## config.mk

```make
export PLATFORM = sky130hd
export DESIGN_NAME = cassette_mechanism_sequencer
export DESIGN_NICKNAME = d
export VERILOG_FILES = /design/src/rtl/core/cms_pkg.sv /design/src/rtl/core/cms_engine.sv /design/src/rtl/core/cassette_mechanism_sequencer.sv
export SDC_FILE = /design/constraint.sdc
export NUM_CORES = 1
export LEC_CHECK = 0
export BUFFER_PORTS_ARGS = -buffer_cell sky130_fd_sc_hd__buf_4
export CORE_MARGIN = 4
export CORE_UTILIZATION = 25
export CTS_CLUSTER_SIZE = 25
export DETAILED_ROUTE_END_ITERATION = 7
export PLACE_DENSITY = 0.52
export SYNTH_ARGS = -nofsm -noshare
export SYNTH_HDL_FRONTEND = slang
export SYNTH_HIERARCHICAL = 1
export SYNTH_SLANG_ARGS = --single-unit
```

## constraint.sdc

```tcl
create_clock -name clk -period 5.2 [get_ports clk]
set_input_delay 0.52 -clock clk [delete_from_list [all_inputs] [get_ports clk]]
set_output_delay 0.52 -clock clk [all_outputs]
set_load 0.01 [all_outputs]
```

## src/rtl/core/cms_pkg.sv

```systemverilog
// ----------------------------------------------------------------------------
// cms_pkg: shared types and step table for the cassette mechanism sequencer
// Item and result beats, item kinds, step conditions and the fixed
// load/eject step list.
// ----------------------------------------------------------------------------
package cms_pkg;

  // Item kinds
  localparam logic [1:0] KIND_TICK  = 2'd0;
  localparam logic [1:0] KIND_LOAD  = 2'd1;
  localparam logic [1:0] KIND_EJECT = 2'd2;

  // Step list layout
  localparam int unsigned STEP_W = 6;
  localparam logic [STEP_W-1:0] STEP_IDLE   = 6'd0;
  localparam logic [STEP_W-1:0] LOAD_FIRST  = 6'd1;
  localparam logic [STEP_W-1:0] EJECT_FIRST = 6'd24;
  localparam logic [STEP_W-1:0] STEP_COUNT  = 6'd35;

  localparam int unsigned DELAY_W = 10;
  localparam int unsigned TPM_W   = 16;
  localparam logic [TPM_W-1:0] TPM_RESET = 16'd1;

  // Line bit positions inside the level vector
  localparam int unsigned LVL_PACK_BIT  = 0;
  localparam int unsigned LVL_PAUSE_BIT = 1;
  localparam int unsigned LVL_MODE_BIT  = 2;
  localparam int unsigned LVL_REEL_BIT  = 3;

  localparam logic [3:0] LVL_NONE  = 4'b0000;
  localparam logic [3:0] LVL_PACK  = 4'b0001;
  localparam logic [3:0] LVL_PAUSE = 4'b0010;
  localparam logic [3:0] LVL_MODE  = 4'b0100;
  localparam logic [3:0] LVL_REEL  = 4'b1000;
  // pack 0, pause 0, mode 1, reel 0
  localparam logic [3:0] LVL_RESET = 4'b0100;

  typedef enum logic [2:0] {
    COND_DELAY      = 3'd0,
    COND_FWD_HIGH   = 3'd1,
    COND_REV_HIGH   = 3'd2,
    COND_NOT_BOTH   = 3'd3,
    COND_MOTOR_HIGH = 3'd4,
    COND_MOTOR_LOW  = 3'd5
  } cond_t;

  typedef struct packed {
    cond_t              cond;
    logic [DELAY_W-1:0] ms;
    logic [3:0]         set_mask;
    logic [3:0]         clr_mask;
    logic               last;
  } step_t;

  typedef struct packed {
    logic [1:0] kind;
    logic       forward_in;
    logic       reverse_in;
    logic       motor_on;
  } item_t;

  typedef struct packed {
    logic pack_in_loaded;
    logic pause_playing;
    logic mode_line;
    logic reel_pulse_enable;
    logic busy_res;
    logic tape_running;
  } result_t;

  // Fixed step list: index 0 is idle, load from 1, eject from 24
  function automatic step_t step_entry(input logic [STEP_W-1:0] idx);
    step_t e;
    unique case (idx)
      6'd1:  e = '{COND_FWD_HIGH,   10'd0,   LVL_NONE,  LVL_NONE,  1'b0};
      6'd2:  e = '{COND_DELAY,      10'd900, LVL_PAUSE, LVL_NONE,  1'b0};
      6'd3:  e = '{COND_DELAY,      10'd20,  LVL_NONE,  LVL_MODE,  1'b0};
      6'd4:  e = '{COND_REV_HIGH,   10'd0,   LVL_NONE,  LVL_NONE,  1'b0};
      6'd5:  e = '{COND_NOT_BOTH,   10'd0,   LVL_NONE,  LVL_NONE,  1'b0};
      6'd6:  e = '{COND_REV_HIGH,   10'd0,   LVL_NONE,  LVL_NONE,  1'b0};
      6'd7:  e = '{COND_DELAY,      10'd40,  LVL_MODE,  LVL_NONE,  1'b0};
      6'd8:  e = '{COND_DELAY,      10'd80,  LVL_NONE,  LVL_PAUSE, 1'b0};
      6'd9:  e = '{COND_MOTOR_HIGH, 10'd0,   LVL_REEL,  LVL_NONE,  1'b0};
      6'd10: e = '{COND_MOTOR_LOW,  10'd0,   LVL_NONE,  LVL_REEL,  1'b0};
      6'd11: e = '{COND_MOTOR_HIGH, 10'd0,   LVL_REEL,  LVL_NONE,  1'b0};
      6'd12: e = '{COND_MOTOR_LOW,  10'd0,   LVL_NONE,  LVL_REEL,  1'b0};
      6'd13: e = '{COND_FWD_HIGH,   10'd0,   LVL_NONE,  LVL_NONE,  1'b0};
      6'd14: e = '{COND_DELAY,      10'd20,  LVL_PAUSE, LVL_NONE,  1'b0};
      6'd15: e = '{COND_DELAY,      10'd120, LVL_NONE,  LVL_MODE,  1'b0};
      6'd16: e = '{COND_DELAY,      10'd80,  LVL_MODE,  LVL_NONE,  1'b0};
      6'd17: e = '{COND_DELAY,      10'd80,  LVL_NONE,  LVL_MODE,  1'b0};
      6'd18: e = '{COND_DELAY,      10'd170, LVL_MODE,  LVL_NONE,  1'b0};
      6'd19: e = '{COND_DELAY,      10'd80,  LVL_NONE,  LVL_MODE,  1'b0};
      6'd20: e = '{COND_DELAY,      10'd110, LVL_MODE,  LVL_NONE,  1'b0};
      6'd21: e = '{COND_DELAY,      10'd80,  LVL_NONE,  LVL_MODE,  1'b0};
      6'd22: e = '{COND_DELAY,      10'd90,  LVL_MODE,  LVL_NONE,  1'b0};
      6'd23: e = '{COND_MOTOR_HIGH, 10'd0,   LVL_REEL,  LVL_NONE,  1'b1};
      6'd24: e = '{COND_REV_HIGH,   10'd0,   LVL_NONE,  LVL_NONE,  1'b0};
      6'd25: e = '{COND_DELAY,      10'd90,  LVL_NONE,  LVL_MODE,  1'b0};
      6'd26: e = '{COND_DELAY,      10'd160, LVL_MODE,  LVL_NONE,  1'b0};
      6'd27: e = '{COND_DELAY,      10'd80,  LVL_NONE,  LVL_MODE,  1'b0};
      6'd28: e = '{COND_DELAY,      10'd110, LVL_MODE,  LVL_NONE,  1'b0};
      6'd29: e = '{COND_DELAY,      10'd80,  LVL_NONE,  LVL_MODE,  1'b0};
      6'd30: e = '{COND_DELAY,      10'd170, LVL_MODE,  LVL_NONE,  1'b0};
      6'd31: e = '{COND_DELAY,      10'd80,  LVL_NONE,  LVL_MODE,  1'b0};
      6'd32: e = '{COND_DELAY,      10'd90,  LVL_MODE,  LVL_NONE,  1'b0};
      6'd33: e = '{COND_DELAY,      10'd20,  LVL_NONE,  LVL_PAUSE | LVL_REEL, 1'b0};
      6'd34: e = '{COND_DELAY,      10'd120, LVL_NONE,  LVL_PACK,  1'b1};
      default: e = '{COND_DELAY,    10'd0,   LVL_NONE,  LVL_NONE,  1'b1};
    endcase
    return e;
  endfunction

endpackage

```

## src/rtl/core/cms_engine.sv

```systemverilog
// ----------------------------------------------------------------------------
// cms_engine: step sequencer state and next-state logic
// Holds the step index, delay and prescale counters and the line levels;
// applies one item per beat and presents the levels after that item.
// ----------------------------------------------------------------------------
module cms_engine (
  input  logic                       clk,
  input  logic                       rst,
  input  logic                       fire,
  input  cms_pkg::item_t             item,
  input  logic [cms_pkg::TPM_W-1:0]  ticks_per_ms,
  output cms_pkg::result_t           result
);

  logic [cms_pkg::STEP_W-1:0]  step_index, step_index_next;
  logic [cms_pkg::DELAY_W-1:0] delay_left, delay_left_next;
  logic [cms_pkg::TPM_W-1:0]   prescale, prescale_next;
  logic [3:0]                  levels, levels_next;
  logic                        running, running_next;

  cms_pkg::step_t              entry;
  cms_pkg::step_t              target_entry;
  logic                        active;
  logic                        done;
  logic                        enter;
  logic [cms_pkg::STEP_W-1:0]  target;
  logic [cms_pkg::STEP_W-1:0]  target_fit;
  logic [cms_pkg::TPM_W-1:0]   tpm_eff;
  logic [cms_pkg::TPM_W-1:0]   prescale_inc;
  logic [cms_pkg::DELAY_W-1:0] delay_dec;

  // Hold sequencer state
  always_ff @(posedge clk) begin
    if (rst) begin
      step_index <= cms_pkg::STEP_IDLE;
      delay_left <= '0;
      prescale   <= '0;
      levels     <= cms_pkg::LVL_RESET;
      running    <= 1'b0;
    end else if (fire) begin
      step_index <= step_index_next;
      delay_left <= delay_left_next;
      prescale   <= prescale_next;
      levels     <= levels_next;
      running    <= running_next;
    end
  end

  assign entry        = cms_pkg::step_entry(step_index);
  assign active       = (step_index != cms_pkg::STEP_IDLE) && (step_index < cms_pkg::STEP_COUNT);
  assign tpm_eff      = (ticks_per_ms == '0) ? cms_pkg::TPM_W'(1) : ticks_per_ms;
  assign prescale_inc = prescale + cms_pkg::TPM_W'(1);
  assign delay_dec    = (delay_left != '0) ? delay_left - cms_pkg::DELAY_W'(1) : delay_left;
  assign target_fit   = (target < cms_pkg::STEP_COUNT) ? target : cms_pkg::STEP_IDLE;
  assign target_entry = cms_pkg::step_entry(target_fit);

  // Evaluate the current step and pick the next one
  always_comb begin
    step_index_next = step_index;
    delay_left_next = delay_left;
    prescale_next   = prescale;
    levels_next     = levels;
    running_next    = running;
    done            = 1'b0;
    enter           = 1'b0;
    target          = cms_pkg::STEP_IDLE;

    unique case (item.kind)
      cms_pkg::KIND_TICK: begin
        if (active) begin
          unique case (entry.cond)
            cms_pkg::COND_DELAY: begin
              prescale_next = prescale_inc;
              if (prescale_inc >= tpm_eff) begin
                prescale_next   = '0;
                delay_left_next = delay_dec;
                done            = (delay_dec == '0);
              end
            end
            cms_pkg::COND_FWD_HIGH:   done = item.forward_in;
            cms_pkg::COND_REV_HIGH:   done = item.reverse_in;
            cms_pkg::COND_NOT_BOTH:   done = !(item.forward_in && item.reverse_in);
            cms_pkg::COND_MOTOR_HIGH: done = item.motor_on;
            cms_pkg::COND_MOTOR_LOW:  done = !item.motor_on;
            default:                  done = 1'b0;
          endcase
          if (done) begin
            levels_next = (levels | entry.set_mask) & ~entry.clr_mask;
            enter       = 1'b1;
            target      = entry.last ? cms_pkg::STEP_IDLE
                                     : step_index + cms_pkg::STEP_W'(1);
          end
        end
      end
      cms_pkg::KIND_LOAD: begin
        if (step_index == cms_pkg::STEP_IDLE) begin
          running_next                        = 1'b1;
          levels_next[cms_pkg::LVL_PACK_BIT]  = 1'b1;
          enter                               = 1'b1;
          target                              = cms_pkg::LOAD_FIRST;
        end
      end
      cms_pkg::KIND_EJECT: begin
        if (step_index == cms_pkg::STEP_IDLE) begin
          running_next = 1'b0;
          enter        = 1'b1;
          target       = cms_pkg::EJECT_FIRST;
        end
      end
      default: begin
        enter = 1'b0;
      end
    endcase

    // Start the chosen step with fresh counters
    if (enter) begin
      step_index_next = target_fit;
      prescale_next   = '0;
      delay_left_next = (target_fit != cms_pkg::STEP_IDLE) ? target_entry.ms : '0;
    end
  end

  // Present the levels after this item
  always_comb begin
    result.pack_in_loaded    = levels_next[cms_pkg::LVL_PACK_BIT];
    result.pause_playing     = levels_next[cms_pkg::LVL_PAUSE_BIT];
    result.mode_line         = levels_next[cms_pkg::LVL_MODE_BIT];
    result.reel_pulse_enable = levels_next[cms_pkg::LVL_REEL_BIT];
    result.busy_res          = (step_index_next != cms_pkg::STEP_IDLE);
    result.tape_running      = running_next;
  end

endmodule

```

## src/rtl/core/cassette_mechanism_sequencer.sv

```systemverilog
// ----------------------------------------------------------------------------
// cassette_mechanism_sequencer: cassette mechanism switch-line emulator
// Runs the load and eject sequences for a tape player's mechanism lines.
// ----------------------------------------------------------------------------
// Usage:
//   Item channel (item_valid / item_stall / item): one beat per tick with a
//   sample of the forward, reverse and motor lines, or a load or eject
//   command. Commands while a sequence runs are dropped.
//   Result channel (result_valid / result_stall / result): exactly one beat
//   per item, carrying the line levels after that item.
//   Config channel (cfg_valid / cfg_ready / cfg_data): writes ticks_per_ms;
//   cfg_ready is always high. Write only while the block is idle.
// Timing:
//   An item is held in an input register, then passes through the step logic
//   into the result register, so both the input and the result register lie
//   between the item beat and result_valid. One item per cycle is sustained
//   while result_stall does not hold a waiting result.
// Reset (rst, synchronous): empties both registers, returns to idle with
//   pack low, pause low, mode high, reel off and ticks_per_ms = 1.
// Stall: while result_stall holds a waiting result, the input register keeps
//   one more item and then item_stall is raised until the result is taken.
// ----------------------------------------------------------------------------
module cassette_mechanism_sequencer (
  input  logic                       clk,
  input  logic                       rst,
  input  logic                       item_valid,
  output logic                       item_stall,
  input  cms_pkg::item_t             item,
  output logic                       result_valid,
  input  logic                       result_stall,
  output cms_pkg::result_t           result,
  input  logic                       cfg_valid,
  output logic                       cfg_ready,
  input  logic [cms_pkg::TPM_W-1:0]  cfg_data
);

  logic                       in_full;
  cms_pkg::item_t             in_item;
  logic [cms_pkg::TPM_W-1:0]  ticks_per_ms;
  cms_pkg::result_t           step_result;
  logic                       advance;
  logic                       accept;

  assign advance    = in_full && (!result_valid || !result_stall);
  assign item_stall = in_full && result_valid && result_stall;
  assign accept     = item_valid && !item_stall;
  assign cfg_ready  = 1'b1;

  // Hold the configuration register
  always_ff @(posedge clk) begin
    if (rst) begin
      ticks_per_ms <= cms_pkg::TPM_RESET;
    end else if (cfg_valid && cfg_ready) begin
      ticks_per_ms <= cfg_data;
    end
  end

  // Capture an item beat
  always_ff @(posedge clk) begin
    if (rst) begin
      in_full <= 1'b0;
    end else if (accept) begin
      in_full <= 1'b1;
    end else if (advance) begin
      in_full <= 1'b0;
    end
  end

  always_ff @(posedge clk) begin
    if (accept) begin
      in_item <= item;
    end
  end

  cms_engine u_engine (
    .clk          (clk),
    .rst          (rst),
    .fire         (advance),
    .item         (in_item),
    .ticks_per_ms (ticks_per_ms),
    .result       (step_result)
  );

  // Load the result register, drop it once taken
  always_ff @(posedge clk) begin
    if (rst) begin
      result_valid <= 1'b0;
    end else if (advance) begin
      result_valid <= 1'b1;
    end else if (!result_stall) begin
      result_valid <= 1'b0;
    end
  end

  always_ff @(posedge clk) begin
    if (advance) begin
      result <= step_result;
    end
  end

endmodule

```

==> summary.md, run 1 <==
| Metric | Value |
|---|---|
| Antenna violations before repair | 0 |
| Area Overhead vs Synth | 16.9% |
| H-tree depth | 3 |
| Async SR Flop Fraction | 0 |
| Critical path startpoint category | register |
| Placed instance area | 0.00558 mm2 |
| Slew @ Worst Pin | 0.673 ns |
| Post-synth EDFFs | 11 |
| Initial DRC Count | 390 |
| Starting density of the core | 0.258 |
| Final hold violation count | 0 |
| IO buf count | 33 |
| Cell taking the most area after synthesis | dfxtp_1 |
| Area occupied by multi-input gates | 0.00318 mm2 |
| CTS root buffer | clkbuf_16 |
| R2r startpoint | u_engine/prescale[0]$_SDFFE_PP0P_ |
| Synth Register Bits | 77 |
| Max Clock Skew | 0.00795 ns |
| CP Data Arrival Time | 5.06 ns |
| Mapped Area | 0.00509 mm2 |
| Layout cells sized above 1 | 0.151 |
| Cell area after layout | 0.00595 mm2 |
| Final setup violation count | 0 |
| HPWL after DPL | 10200 um |
| Nets | 683 |
| GR Util All Layers | 0.125 |
| Clock period minus worst slack | 4.81 ns |
| Die Span X | 151 um |
| Nature of the critical path endpoint | register |
| Dominant cells by area after synthesis | dfxtp_1 26%, ha_1 6.9%, edfxtp_1 6.5%, nor2_1 5.5%, xor2_1 4.6% |
| Hold_ws | 0.349 ns |
| Worst-path clk slew | 0.07 ns |
| Place WS | 0.122 ns |
| DR vias | 4505 |
| Final ANT Viol Nets | 0 |
| VDD IR max | 0.000141 V |
| Critical Path Source | u_engine/prescale[0]$_SDFFE_PP0P_ |
| Grt ovf | 0 |
| Comb pwr share | 0.138 |
| Share of the synthesized area in the top cell type | 0.260 |
| Register area | 0.00165 mm2 |
| Leakage | 2.43 nW |
| Post-Synthesis Cells | 602 |
| Largest fanout on the critical path | 7 |
| Yosys warnings | 6 |
| Die area | 0.0227 mm2 |
| Die Y | 151 um |
| Pint | 1.13 mW |
| WL per Instance | 15.4 um |
| CTS sink cnt | 77 |
| Worst EP required | 5.46 ns |
| Post-route clock period utilization | 0.924 |
| Critical Path Max Stage Delay | 0.39 ns |
| Type of the most critical hold path | input pin to register |
| Vias in the first global route | 4338 |
| Yosys cell types | 81 |
| Mean post-synth cell area | 8.45 um2 |
| Num rows | 51 |
| Sequential fraction of the synthesis area | 0.325 |
| Number of detailed-route iterations in the first pass | 5 |
| Longest Clk Path Bufs | 2 |
| CTS hold repair buffers | 0 |
| DRC errors left | 0 |
| Outcome | complete, no violations |
| First-pass GRT wire length | 22500 um |
| Reg power frac | 0.416 |
| Power per cell area | 259 mW/mm2 |
| Final Util | 0.302 |
| Gp weighted congestion | 0.915 |
| PnR worst setup slack | 0.394 ns |
| Core area | 0.0197 mm2 |
| Slew Limit Headroom | 0.547 |
| Sw Ratio | 0.266 |
| CP max-delay cell | dfxtp_1 |
| Total CTS buffers | 9 |
| Top_reg_cell synth | dfxtp_1 |
| Fin. max-slew vios | 0 |
| N_diodes | 0 |
| CP Cell Sequence | and3_1, and3_1, and3_1, and3_1, and3_1, and3_1, nand3_1, xnor2_1, ha_1, nand4_1, a21oi_1, o21ai_1, a21oi_2, a21oi_2, or2_2, or2_2, ha_2, and4_1, or3_1, o32ai_1 |
| HP Start | item[3] |
| Vias per inst | 5.01 |
| Top cell by count, worst path | and3_1 |
| Clk Latency, worst-skew pair | 0.35 ns |
| Routed WL | 13800 um |
| R2R setup slack | 0.39 ns |
| Switching pwr | 0.410 mW |
| IO Pins | 35 |
| Max-capacitance violation count | 0 |
| Crit path kind | register to register |
| Largest net degree at the start of global routing | 44 |
| Clk pwr share | 0.446 |
| Fill cells | 2080 |
| Synthesized net count | 656 |
| CTS tree | done |
| Top achievable clock speed | 0.208 GHz |
==> sequential cells by signal, summed over array words and instances, names as in the netlist, 4 cells and up <==
signal               cells
u_engine/prescale       16
ticks_per_ms            16
u_engine/levels          4
u_engine/entry          11
result                   6
u_engine/step_index      6
u_engine/delay_left     10
in_item                  5
==> what timing repair did <==
action,4_1_cts,5_1_grt
gates resized for setup,0,12
endpoints found under the setup margin,0,10
setup buffers,0,1
==> final timing paths <==
kind                                                            end  depth (start not counted)
worst min register to register      u_engine/levels[2]$_SDFFE_PP1P_                          2
worst min-delay path                           in_item[3]$_DFFE_PP_                          1
worst max-delay path            u_engine/delay_left[3]$_SDFFE_PP0P_                         20
worst max register to register  u_engine/delay_left[3]$_SDFFE_PP0P_                         20
==> power groups by stage <==
stage	combinational [mW]	clock (mW)	sequential [mW]
2_1_floorplan	0.152	0	0.648
3_3_place_gp	0.213	0	0.655
3_5_place_dp	0.211	0	0.654
4_1_cts	0.213	0.713	0.641
5_1_grt	0.238	0.732	0.644
6_report	0.213	0.687	0.641
==> cell families (layout without fill, tap and decap cells) <==
logic type	count (synthesis)	count (layout)	share of synthesized area
and+or+nand+nor	232	232	0.227
xor gates and xnor gates	37	37	0.0637
DFF	77	77	0.325
buffers and inverters	63	95	0.0593
muxes	25	25	0.0507
AOI/OAI and AO/OA	139	139	0.205
adders and majority gates	28	28	0.0688
other	1	1	0.000737
==> layer usage <==
layer  share of wire  global-route usage  vias to the layer above
met5               0                   0                        -
met4           0.014              0.0385                        0
met3           0.045              0.0286                       17
met2            0.47               0.202                      106
met1            0.47               0.167                     2147
li1                -                   -                     2235
==> stage by stage <==
step	TNS, ns	instances	total power [mW]
2_1_floorplan	0	602	0.800
3_3_place_gp	0	882	0.867
3_5_place_dp	0	882	0.865
4_1_cts	0	898	1.57
5_1_grt	-0.0197	899	1.61
6_report	0	899	1.54
==> layout make-up <==
cell class	instances	share of cell area
clock buffers	9	0.0379
clock inverters	7	0.0164
inverters	34	0.0215
multi-input cells	462	0.534
flip-flops and latches	77	0.278
well taps	265	0.0558
repair buffers	45	0.0568
==> worst max-delay path: cells and delay by family, from the launching register on <==
kind	cells	cell delay, ns
AO/OA/AOI/OAI	5	0.91
XOR/XNOR	1	0.15
adder cells (fa/ha/maj)	2	0.52
flip-flops	1	0.39
AND/OR/NAND/NOR	12	2.76
==> layout by cell type, fill, tap and decap left out, types with 5 or more instances in the layout <==
cell,Yosys,routed
nor2_1,75,72
dfxtp_1,66,66
nand2_1,50,50
buf_4,2,45
inv_1,33,33
a21oi_1,33,31
xor2_1,27,27
ha_1,28,26
mux2i_1,22,22
nand3_1,19,19
nor3_1,15,15
and3_1,15,15
o21ai_0,15,14
edfxtp_1,11,11
xnor2_1,10,10
nand4_1,10,10
clkbuf_16,0,9
a21o_1,8,8
or3_1,7,7
a211oi_1,7,6
a32oi_1,6,6
a31oi_1,6,6
nand2b_1,6,6
nor2b_1,5,5
nor4_1,5,5
o31ai_1,5,5
==> synth_stat cells (all sizes together) (5+ instances only) <==
cell,n
and3,15
a32oi,6
clkbuf,13
a31oi,6
o31ai,8
nor2b,5
inv,34
xnor2,10
or2,5
nand2,51
nor4,5
nand3,19
edfxtp,11
ha,28
nor2,76
xor2,27
nor3,15
or3,7
a21o,8
a211oi,9
dfxtp,66
a21oi,34
o21ai,16
buf,16
nand4,10
mux2i,22
nand2b,6
Note: power is estimated with default switching activity, not from simulation.
==> run 2: changes to the inputs <==
--- a/config.mk
+++ b/config.mk
@@ -7,10 +7,12 @@
 export LEC_CHECK = 0
 export BUFFER_PORTS_ARGS = -buffer_cell sky130_fd_sc_hd__buf_4
 export CORE_MARGIN = 4
-export CORE_UTILIZATION = 25
+export CORE_UTILIZATION = 61
 export CTS_CLUSTER_SIZE = 25
 export DETAILED_ROUTE_END_ITERATION = 7
-export PLACE_DENSITY = 0.52
+export MAX_ROUTING_LAYER = met4
+export PLACE_DENSITY = 0.92
+export RECOVER_POWER = 50
 export SYNTH_ARGS = -nofsm -noshare
 export SYNTH_HDL_FRONTEND = slang
 export SYNTH_HIERARCHICAL = 1
==> run 2 against run 1 <==
Compared with the run above:
- hold slack gained 0.0080 ns
- first-iteration DRC count down 8.7%
- global-route usage rose by 16 points
- combinational power down 2%
- sequential power is essentially flat
- critical path depth is the same
- clock power is 28% lower
- setup slack lost 0.17 ns
- utilization is 38 points higher
- non-clock buffer count fell by 4
- die area shrank 57%
- highest routed layer unchanged
==> summary.md, run 2 (synthesis results as in run 1) <==
| Metric | Value |
|---|---|
| Uppermost layer routed | met4 |
| Area Overhead vs Synth | 9.98% |
| Buf/Inv on CP | 0 |
| Max-capacitance violation count | 0 |
| CTS sink cnt | 77 |
| Final setup violation count | 0 |
| WL per Instance | 18.2 um |
| Vias per inst | 6.44 |
| Total CTS buffers | 9 |
| Layout cells sized above 1 | 0.138 |
| IO buf count | 33 |
| Largest net degree at the start of global routing | 44 |
| Die Span X | 99.3 um |
| Clk Latency, worst-skew pair | 0.36 ns |
| Top achievable clock speed | 0.201 GHz |
| Number of detailed-route iterations in the first pass | 6 |
| Top cell by count, worst path | and3_1 |
| Type of the most critical hold path | input pin to register |
| Placed instance area | 0.00535 mm2 |
| IO Pins | 35 |
| DR vias | 4732 |
| Nature of the critical path endpoint | register |
| Cell area after layout | 0.00560 mm2 |
| Num rows | 33 |
| PnR worst setup slack | 0.223 ns |
| DRC errors left | 0 |
| TNS Setup | 0 ns |
| Finished Layout Cells | 735 |
| Slew @ Worst Pin | 1.14 ns |
| CTS hold repair buffers | 0 |
| CTS root buffer | clkbuf_8 |
| Overall Power | 1.35 mW |
| N_diodes | 0 |
| Gp weighted congestion | 0.964 |
| Outcome | complete, no violations |
| Worst EP required | 5.44 ns |
| HPWL after DPL | 9860 um |
| CP max-delay cell | dfxtp_1 |
| DR WL met2 | 6740 um |
| Fin. max-slew vios | 0 |
| Slew Limit Headroom | 0.241 |
| Hold_ws | 0.357 ns |
| CP Data Arrival Time | 5.22 ns |
| Register area | 0.00165 mm2 |
| Crit path kind | register to register |
| Most frequent cells in the layout | 72 x nor2_1, 64 x dfxtp_1, 49 x nand2_1 |
| Nets | 679 |
| Place WS | -0.104 ns |
| Largest fanout on the critical path | 7 |
| Antenna violations before repair | 0 |
| H-tree depth | 3 |
| First-pass GRT wire length | 22100 um |
| Die Y | 99.3 um |
| Crit-path leading delay family | simple AND/OR/NAND/NOR gates |
| Max Clock Skew | 0.0166 ns |
| Die area | 0.00987 mm2 |
| Dpl cells | 718 |
| GR Util All Layers | 0.283 |
| Post-route clock period utilization | 0.957 |
| Routed WL | 13400 um |
| Power per cell area | 241 mW/mm2 |
| VDD IR max | 0.000161 V |
| Most common cell after layout, fill and taps aside | nor2_1 |
| Met3 WL post-DR | 925 um |
| Fill cells | 652 |
| RSZ-0062 raised after global routing | false |
| Core area | 0.00818 mm2 |
| Worst-path clk slew | 0.10 ns |
| Clock period minus worst slack | 4.98 ns |
| Critical Path Max Stage Delay | 0.38 ns |
| Initial DRC Count | 356 |
| Leakage | 2.32 nW |
| Final ANT Viol Nets | 0 |
| Final Util | 0.685 |
| Final hold violation count | 0 |
| Longest Clk Path Bufs | 2 |
| Critical path startpoint category | register |
| CTS tree | done |
| Vias in the first global route | 4702 |
| Grt ovf | 0 |
| CP Cell Sequence | and3_4, and3_1, and3_1, and3_1, and3_2, and3_4, nand3_1, xnor2_1, ha_1, nand4_1, a21oi_1, o21ai_2, a21oi_4, a21oi_2, or2_2, or2_2, ha_1, and4_1, or3_1, o32ai_1 |
| M1 WL | 5230 um |
| Starting density of the core | 0.622 |
| Area occupied by multi-input gates | 0.00320 mm2 |
-- run 2: worst reg2reg max path, delay by kind of cell (launching register included) --
kind / cells / cell delay (ns)
flip-flops: 1 / 0.38
AO/OA/AOI/OAI: 5 / 0.93
AND/OR/NAND/NOR: 12 / 2.83
adder cells (fa/ha/maj): 2 / 0.58
XOR/XNOR: 1 / 0.15
-- run 2: area by class of cell --
cell class	count	area share
timing repair buffer	41	0.0483
clock buffer	11	0.0273
sequential	77	0.296
clock inverter	5	0.0112
inverter	34	0.0228
tap	105	0.0235
multi-input combinational	462	0.571
-- run 2: worst paths after layout --
check | startpoint | to | slack [ns] | depth (start not counted)
hold reg to reg | u_engine/levels[2]$_SDFFE_PP1P_ | u_engine/levels[2]$_SDFFE_PP1P_ | 0.49 | 2
setup reg to reg | u_engine/prescale[1]$_SDFFE_PP0P_ | u_engine/delay_left[3]$_SDFFE_PP0P_ | 0.22 | 20
setup / recovery | u_engine/prescale[1]$_SDFFE_PP0P_ | u_engine/delay_left[3]$_SDFFE_PP0P_ | 0.22 | 20
hold / removal | item[4] | in_item[4]$_DFFE_PP_ | 0.36 | 1
-- run 2: power by group --
group	switching [mW]	total (mW)	internal [mW]	leakage, nW
Clock	0.241	0.497	0.256	0.110
Combinational	0.125	0.209	0.0839	1.57
Sequential	0.0192	0.642	0.623	0.641
Total	0.385	1.35	0.963	2.32
-- run 2: routing by layer --
metal / GRT usage / up-vias
met5: - / -
met4: 0.137 / 0
met3: 0.0456 / 49
met2: 0.477 / 225
met1: 0.329 / 2237
li1: - / 2221
-- run 2: repair_timing --
action | in CTS | in global routing
resized for setup | 4 | 16
buffers inserted | 0 | 1
pin swaps | 1 | 3
setup endpoints to repair | 3 | 21
==> run 3: changes to the inputs <==
--- a/config.mk
+++ b/config.mk
@@ -5,6 +5,7 @@
 export SDC_FILE = /design/constraint.sdc
 export NUM_CORES = 1
 export LEC_CHECK = 0
+export ABC_AREA = 1
 export BUFFER_PORTS_ARGS = -buffer_cell sky130_fd_sc_hd__buf_4
 export CORE_MARGIN = 4
 export CORE_UTILIZATION = 61
==> run 3 against run 2 <==
Compared with the run above:
- final area fell by 0.83%
- sequential cell count stayed put
- hold slack better by 0.0058 ns
- first-iteration DRC count down 7.6%
- clock skew fell by 0.0057 ns
- sequential share of layout area rose by 0.20 points
- critical path depth grew 4
- count of clock-buffer cells in the layout increased by 2
- via count rose by 3.3%
- wire length decreased by 7.5%
- critical endpoint is now u_engine/delay_left[0]$_SDFFE_PP0P_
==> summary.md, run 3 <==
| Metric | Value |
|---|---|
| Mean post-synth cell area | 7.10 um2 |
| Hold_ws | 0.363 ns |
| N_diodes | 0 |
| Crit path kind | register to register |
| DR vias | 4889 |
| Reg2reg path depth | 24 |
| Leakage | 2.62 nW |
| Antenna violations before repair | 0 |
| Overall Power | 1.47 mW |
| Comb pwr share | 0.270 |
| Share of the synthesized area in the top cell type | 0.258 |
| Worst Hold Depth | 1 |
| Dominant cells by area after synthesis | dfxtp_1 26%, nand2_1 8.9%, nor2_1 7.2%, inv_1 6.9%, ha_1 6.8% |
| Nets | 805 |
| Grt ovf | 0 |
| Worst Hold End | in_item[4]$_DFFE_PP_ |
| Synthesized net count | 775 |
| Power per cell area | 264 mW/mm2 |
| Slew @ Worst Pin | 0.668 ns |
| PnR worst setup slack | 0.407 ns |
| Pint | 0.954 mW |
| Met3 WL post-DR | 795 um |
| Top cells by count, synth | 121 x nand2_1, 98 x nor2_1, 94 x inv_1 |
| Final Util | 0.679 |
| Reg power frac | 0.462 |
| Cell taking the most area after synthesis | dfxtp_1 |
| CTS tree | done |
| Starting density of the core | 0.627 |
| Die Span X | 99.6 um |
| Number of detailed-route iterations in the first pass | 5 |
| Top achievable clock speed | 0.209 GHz |
| Largest fanout on the critical path | 18 |
| CP max-delay cell | a21oi_4 |
| Clk pwr share | 0.268 |
| Uppermost layer routed | met4 |
| CTS sink cnt | 77 |
| Die area | 0.00993 mm2 |
| DRC errors left | 0 |
| Reg-to-reg endpoint | u_engine/delay_left[0]$_SDFFE_PP0P_ |
| Initial DRC Count | 329 |
| Most frequent cells in the layout | 121 x nand2_1, 98 x nor2_1, 94 x inv_1 |
| H-tree depth | 3 |
| Routed WL | 12400 um |
| Yosys cell types | 53 |
| RSZ-0062 raised after global routing | false |
| Total CTS buffers | 9 |
| Dpl cells | 842 |
| Post-route clock period utilization | 0.922 |
| Longest Clk Path Bufs | 2 |
| Cell area after layout | 0.00555 mm2 |
| Top_reg_cell synth | dfxtp_1 |
| IO Pins | 35 |
| Fin. max-slew vios | 0 |
| Max Clock Skew | 0.0109 ns |
| Outcome | complete, no violations |
| Core area | 0.00818 mm2 |
| Max-capacitance violation count | 0 |
| CTS root buffer | clkbuf_8 |
| Num rows | 33 |
| Most common cell after layout, fill and taps aside | nand2_1 |
| Top cell by count, worst path | inv_1 |
| VDD IR max | 0.000172 V |
| Vias per inst | 5.68 |
| Die Y | 99.6 um |
| Place WS | 0.233 ns |
| Final ANT Viol Nets | 0 |
| Slew Limit Headroom | 0.555 |
| WL per Instance | 14.4 um |
| Clk Latency, worst-skew pair | 0.36 ns |
| HPWL after DPL | 9400 um |
| Synth Register Bits | 77 |
| Mapped Area | 0.00512 mm2 |
| CP Data Arrival Time | 5.03 ns |
| Worst EP required | 5.44 ns |
| R2R setup slack | 0.41 ns |
| Largest net degree at the start of global routing | 19 |
| Most frequent cell after synthesis | nand2_1 |
| Critical path startpoint category | register |
| Vias in the first global route | 4690 |
| Yosys warnings | 6 |
| IO buf count | 33 |
| Switching pwr | 0.513 mW |
| Post-synth EDFFs | 11 |
| First-pass GRT wire length | 21200 um |
| Async SR Flop Fraction | 0 |
| TNS Setup | 0 ns |
| Layout cells sized above 1 | 0.152 |
| Final hold violation count | 0 |
| R2r startpoint | u_engine/prescale[0]$_SDFFE_PP0P_ |
| GR Util All Layers | 0.266 |
| HP Start | item[4] |
| Clock period minus worst slack | 4.79 ns |
| DR WL met2 | 5970 um |
| Gp weighted congestion | 0.967 |
| Nature of the critical path endpoint | register |
| CP Cell Sequence | inv_1, nor3_2, nand3_1, nor2_1, inv_1, nor3_2, xor2_1, inv_1, ha_1, nand2_1, nor4_2, nand2_1, nand3_1, nand3_2, a21oi_4, nand2_2, a21oi_4, o21ai_2, nor2_4, inv_2, nor2_4, inv_2, nand2_4, o22ai_1 |
| Type of the most critical hold path | input pin to register |
| M1 WL | 5330 um |
| Critical Path Max Stage Delay | 0.44 ns |
| Post-Synthesis Cells | 721 |
| Final setup violation count | 0 |
| Sw Ratio | 0.350 |
| Placed instance area | 0.00538 mm2 |
| Area Overhead vs Synth | 8.35% |
| Worst-path clk slew | 0.08 ns |
| Sequential fraction of the synthesis area | 0.322 |
| Finished Layout Cells | 861 |
## run 3: cell type report
type | count | area, um2
multi-input combinational | 515 | 2940
clock buffer | 13 | 139
tap | 105 | 131
inverter | 110 | 418
clock inverter | 3 | 23.8
timing repair buffer | 38 | 248
fill | 682 | 2630
sequential | 77 | 1650
## run 3: what timing repair did
item,4_1_cts,5_1_grt
hold buffers,0,0
endpoints found under the setup margin,0,38
gates resized for setup,0,6
buffers inserted,0,3
## run 3: how the worst max path moves through the flow
stage	from	endpoint	slack, ns	depth (start not counted)
floorplan	u_engine/prescale[0]$_SDFFE_PP0P_	u_engine/delay_left[6]$_SDFFE_PP0P_	1.0	29
global placement	u_engine/prescale[0]$_SDFFE_PP0P_	u_engine/entry[0]$_DFF_P_	0.57	26
detailed placement	u_engine/prescale[0]$_SDFFE_PP0P_	u_engine/delay_left[0]$_SDFFE_PP0P_	0.23	24
CTS	u_engine/prescale[0]$_SDFFE_PP0P_	u_engine/delay_left[2]$_SDFFE_PP0P_	0.20	29
global route	u_engine/prescale[0]$_SDFFE_PP0P_	u_engine/delay_left[2]$_SDFFE_PP0P_	0.006	29
finish	u_engine/prescale[0]$_SDFFE_PP0P_	u_engine/delay_left[0]$_SDFFE_PP0P_	0.41	24
## run 3: kinds of logic after synthesis
family,Yosys count,synth area share
AO/OA/AOI/OAI,135,0.155
XOR/XNOR,16,0.0274
adder cells (fa/ha/maj),28,0.0684
buffers and inverters,129,0.109
flip-flops,77,0.322
other,1,0.000732
AND/OR/NAND/NOR,335,0.317
## run 3: worst max-delay path: cells and delay by family, from the launching register on
kind                       cells  cell delay [ns]
AOI/OAI and AO/OA              4             0.86
xor gates and xnor gates       1             0.29
DFF                            1             0.39
adders and majority gates      1             0.32
buffers and inverters          5             0.60
and+or+nand+nor               13             2.19
## run 3: per-layer routing
metal | vias up | global-route usage
li1 | 2420 | -
met1 | 2228 | 0.331
met2 | 210 | 0.444
met3 | 31 | 0.0421
met4 | 0 | 0.0872
met5 | - | -
## run 3: power by group through the flow
stage                     logic (mW)  registers, mW  clock network (mW)
after floorplan                0.311          0.681                   0
after global placement         0.377          0.688                   0
after detailed placement       0.389          0.690                   0
after CTS                      0.392          0.677               0.395
after global routing           0.445          0.682               0.428
final                          0.396          0.678               0.393
